==> src/hdl/bta_pkg.sv <==
// Package for the block table allocator: payload structs, opcode, status and
// kind codes, and the command/status structs between controller and datapath.
// No dependencies.
package bta_pkg;

    localparam logic [2:0] OP_CLEAR      = 3'd0;
    localparam logic [2:0] OP_ALLOCATE   = 3'd1;
    localparam logic [2:0] OP_RELEASE    = 3'd2;
    localparam logic [2:0] OP_FIND_ADDR  = 3'd3;
    localparam logic [2:0] OP_FIND_OWNER = 3'd4;

    localparam logic [1:0] ST_OK         = 2'd0;
    localparam logic [1:0] ST_NOT_FOUND  = 2'd1;
    localparam logic [1:0] ST_TABLE_FULL = 2'd2;
    localparam logic [1:0] ST_OVERFLOW   = 2'd3;

    localparam logic [1:0] KIND_BLOCK    = 2'd2;

    localparam logic [0:0] CFG_HEAP_BASE  = 1'd0;
    localparam logic [0:0] CFG_HEAP_BYTES = 1'd1;

    typedef struct packed {
        logic [2:0]  opcode;
        logic [31:0] request_size;
        logic [31:0] owner_tag;
        logic [31:0] lookup_address;
    } in_word_t;

    typedef struct packed {
        logic [1:0]  status;
        logic [31:0] block_address;
        logic [5:0]  entry_index;
        logic [31:0] block_size;
        logic [1:0]  block_kind;
    } out_word_t;

    // Controller to datapath.
    typedef struct packed {
        logic load;       // capture the input word, restart the scan
        logic clear;      // clear operation
        logic scan;       // issue a table read at the scan index and advance it
        logic commit;     // apply the allocate decision
    } dp_cmd_t;

    // Datapath to controller.
    typedef struct packed {
        logic scan_done;  // every live entry has been issued
    } dp_stat_t;

endpackage

==> src/hdl/bta_ctrl.sv <==
// Controller of the block table allocator: sequences load, scan, commit and
// output. Depends on bta_pkg.
module bta_ctrl (
    input  logic              clk,
    input  logic              rst_n,
    input  logic              in_valid,
    input  logic [2:0]        in_opcode,
    output logic              in_stall,
    output logic              out_valid,
    input  logic              out_stall,
    output bta_pkg::dp_cmd_t  cmd,
    input  bta_pkg::dp_stat_t stat
);
    typedef enum logic [3:0] {
        S_IDLE   = 4'b0001,
        S_SCAN   = 4'b0010,
        S_COMMIT = 4'b0100,
        S_OUT    = 4'b1000
    } state_t;

    state_t state_reg, state_next;

    assign in_stall  = (state_reg != S_IDLE);
    assign out_valid = (state_reg == S_OUT);

    always_comb
    begin
        state_next = state_reg;
        cmd = '0;
        unique case (state_reg)
            S_IDLE:
            begin
                if (in_valid)
                begin
                    cmd.load = 1'b1;
                    if (in_opcode == bta_pkg::OP_CLEAR)
                    begin
                        cmd.clear = 1'b1;
                        state_next = S_OUT;
                    end
                    else if (in_opcode > bta_pkg::OP_FIND_OWNER)
                        state_next = S_OUT;
                    else
                        state_next = S_SCAN;
                end
            end
            S_SCAN:
            begin
                // The cycle after the last issue evaluates the last entry.
                if (stat.scan_done)
                    state_next = S_COMMIT;
                else
                    cmd.scan = 1'b1;
            end
            S_COMMIT:
            begin
                cmd.commit = 1'b1;
                state_next = S_OUT;
            end
            S_OUT:
            begin
                if (!out_stall) state_next = S_IDLE;
            end
            default: state_next = S_IDLE;
        endcase
    end

    always_ff @(posedge clk or negedge rst_n)
    begin
        if (!rst_n)
        begin
            state_reg <= S_IDLE;
        end
        else
        begin
            state_reg <= state_next;
        end
    end
endmodule
==> config.mk <==
export PLATFORM = sky130hd
export DESIGN_NAME = bta_ctrl
export DESIGN_NICKNAME = d
export VERILOG_FILES = /design/src/hdl/bta_pkg.sv /design/src/hdl/bta_ctrl.sv
export SDC_FILE = /design/constraint.sdc
export NUM_CORES = 1
export LEC_CHECK = 0
export BUFFER_PORTS_ARGS = -buffer_cell sky130_fd_sc_hd__buf_2
export CAP_MARGIN = 5
export CORE_AREA = 3 3 40 42
export CTS_CLUSTER_DIAMETER = 50
export DETAILED_ROUTE_END_ITERATION = 16
export DIE_AREA = 0 0 43 45
export PLACE_DENSITY = 0.44
export SLEW_MARGIN = 20
export SYNTH_ARGS = -nofsm -noshare
export SYNTH_HDL_FRONTEND = slang
export SYNTH_SLANG_ARGS = --single-unit
export TNS_END_PERCENT = 5
==> constraint.sdc <==
create_clock -name clk -period 3.2 [get_ports clk]
set_input_delay 0.64 -clock clk [delete_from_list [all_inputs] [get_ports clk]]
set_output_delay 0.64 -clock clk [all_outputs]
set_load 0.01 [all_outputs]
==> flow_metrics.env <==
export IMPL_slew_headroom_pct=81.12
export IMPL_fin_setup_tns_ps=0
export IMPL_grt_pass1_wl_mm=1.014
export IMPL_drc=0
export IMPL_grt_busiest_layer="met2"
export IMPL_port_buffers=13
export IMPL_endpoint_kind="output pin"
export IMPL_cts_setup_buffers=0
export IMPL_cts_sinks=4
export IMPL_tritoncts="yes"
export IMPL_fillers=139
export IMPL_power_mw=0.2708
export IMPL_fin_nets=56
export IMPL_globalRoute_totalOverflow=0
export IMPL_finalCriticalPeriod_ps=2125
export IMPL_drv_cap=0
export IMPL_worst_slew_pin_slew_ps=283.1
export IMPL_cp_arrival_ps=1490
export IMPL_p_int_mw=0.1726
export IMPL_worst_setup_path_type="flip-flop to output pin"
export IMPL_fmax_ghz=0.4705
export IMPL_antenna_found_initial=0
export IMPL_status="completed"
export IMPL_ant_nets=0
export IMPL_vias_per_cell=4.350
export IMPL_antennaDiodeCount=0
export IMPL_p_clk_share_pct=25.8
export IMPL_syn_avg_cell_area_um2=10.74
export IMPL_routedWlPerCell_um=10.43
export IMPL_seq_power_share_pct=37.7
export IMPL_die_h_um=45
export IMPL_track_usage_pct=7.448
export IMPL_finalNonFillerCells=60
export IMPL_use_met3_pct=1.594
export IMPL_syn_cell_area_um2=311.5
export IMPL_p_comb_share_pct=36.5
export IMPL_hold_viol_final=0
export IMPL_largest_reg_flops=4
export IMPL_cts_root_buf="clkbuf_4"
export IMPL_postCtsHoldBufs=0
export IMPL_synth_fp_nets=39
export IMPL_area_delta_synth_final_pct=31.73
export IMPL_met1_usage_pct=8.313
export IMPL_clkTransAtPathRegs_ps=40
export IMPL_swShare_pct=36.27
export IMPL_cp_max_fo=8
export IMPL_place_gp_congestion=0.6618
export IMPL_synth_seq_cells=4
export IMPL_vias=261
export IMPL_core_um2=1285
export IMPL_static_leakage_power_nw=0.2005
export IMPL_rsz0062_at_grt="false"
export IMPL_layout_drive_gt1_share_pct=51.11
export IMPL_grt_start_max_net_pins=9
export IMPL_p_sw_mw=0.09821
export IMPL_min_path_type="primary input to async pin"
export IMPL_cts_max_path_buffers=2
export IMPL_post_cts_resized=0
export IMPL_dr_pass1_iters=4
export IMPL_cp_start_kind="flip-flop"
export IMPL_dp_hpwl_um=512.4
export IMPL_cp_required_ps=2560
export IMPL_cts_buffers=3
export IMPL_first_iter_violations=2
export IMPL_drv_slew=0
export IMPL_ioPinCount=14
export IMPL_synth_seq_area_share_pct=32.53
export IMPL_die_area_um2=1935
export IMPL_ctsHtreeMaxLevel=1
export IMPL_peakVddDrop_v=0.0003024
export IMPL_grt_pass1_vias=258
export IMPL_ys_warn_count=0
export IMPL_grtUsageMet2_pct=11.68
export IMPL_synthCells=29
export IMPL_insertion_delay_ps=240
export IMPL_fin_util_pct=31.94
export IMPL_power_density_nw_per_um2=659.9
export IMPL_setup_viol=0
export IMPL_wl_um=626
export IMPL_start_util_pct=24.25
export IMPL_post_route_period_util_pct=66.42
export IMPL_row_count=13
export IMPL_die_x_um=43
export IMPL_place_inst=56
export IMPL_synthDistinctLibCells=24
export IMPL_fin_worst_skew_ps=3.507
[layer usage]
metal | wire length [um] | vias up
met4 | 15 | 0
met3 | 40 | 2
li1 | - | 136
met1 | 256 | 114
met2 | 313 | 9
met5 | 0 | -
[power groups by stage]
stage,clock network (mW),logic [mW],registers [mW]
floorplan,0,0.0938,0.0846
global placement,0,0.0996,0.103
detailed placement,0,0.100,0.102
CTS,0.0723,0.100,0.102
global route,0.0798,0.110,0.107
finish,0.0699,0.0988,0.102
[worst max-delay path, stage by stage (launching register included)]
cell and delay [ps]:
dfstp_2 620, nor2b_4 190, and3_4 210, and2_1 120, buf_2 120
[area by class of cell]
| type | instances | area, um2 | share of cell area [%] |
|---|---|---|---|
| Inverter | 1 | 3.754 | 0.9146 |
| Multi-Input combinational cell | 23 | 195.2 | 47.56 |
| Tap cell | 15 | 18.77 | 4.573 |
| Clock buffer | 4 | 26.28 | 6.402 |
| Timing Repair Buffer | 13 | 65.06 | 15.85 |
| Sequential cell | 4 | 101.3 | 24.70 |
[cell usage after synthesis]
cell type / count / area share (%)
a21oi_1: 1 / 1.6
nor2_1: 1 / 1.2
and2b_1: 1 / 2.4
and2_1: 2 / 4.0
a21o_1: 1 / 2.4
nand2_1: 1 / 1.2
dfstp_2: 1 / 8.4
nor3_2: 1 / 3.2
nand4b_1: 1 / 2.8
dfrtp_1: 3 / 24
nor4b_4: 1 / 7.6
and3_4: 1 / 3.6
nor2_2: 1 / 2.0
nor3b_1: 1 / 2.4
nand3b_1: 1 / 2.4
buf_6: 1 / 3.6
nor2b_4: 1 / 4.4
ha_1: 2 / 8.0
a31oi_1: 1 / 2.0
a211oi_1: 1 / 2.4
nor4b_1: 1 / 2.8
nand2b_2: 1 / 2.8
inv_1: 1 / 1.2
nor3_1: 2 / 3.2
[cells by family after synthesis]
logic type      synth area share (%)
buf+inv                        4.818
simple gates                   46.19
flops                          32.53
compound gates                 8.435
fa+ha+maj                      8.031
[stage by stage]
stage          area [um2]  worst slack [ps]  hold WS [ps]
5_1_grt             410.4             975.6         182.8
3_5_place_dp        384.1              1298         444.4
6_report            410.4              1075         192.2
3_3_place_gp        384.1              1326         443.6
2_1_floorplan       311.5              1411         344.4
4_1_cts             410.4              1059         187.8
[cell usage in the layout, fill, tap and decap left out]
cell and n:
nand2_1 1, a31oi_1 1, nor3b_1 1, and2_1 2, a211oi_1 1, nor3_1 2
ha_1 2, nor2_2 1, nand4b_1 1, buf_2 13, and3_4 1, a21o_1 1
nand2b_2 1, a21oi_1 1, nor3_2 1, nor4b_1 1, clkbuf_4 3, dfrtp_1 3
nor2_1 1, nor2b_4 1, and2b_1 1, clkbuf_1 1, nor4b_4 1, dfstp_2 1
inv_1 1, nand3b_1 1
[worst paths after layout]
kind / slack, ps / cells past startpoint / from / end
min in group clk: 600 / 1 / state_reg[1]$_DFFE_PN0P_ / state_reg[3]$_DFFE_PN0P_
worst min-delay path: 190 / 1 / rst_n / state_reg[3]$_DFFE_PN0P_
worst max-delay path: 1070 / 4 / state_reg[0]$_DFFE_PN1P_ / cmd[2]
max in group asynchronous: 2800 / 1 / rst_n / state_reg[0]$_DFFE_PN1P_
worst min register to register: 600 / 1 / state_reg[1]$_DFFE_PN0P_ / state_reg[3]$_DFFE_PN0P_
worst max register to register: 2060 / 3 / state_reg[0]$_DFFE_PN1P_ / state_reg[0]$_DFFE_PN1P_
Power figures use the tool's default switching activity.
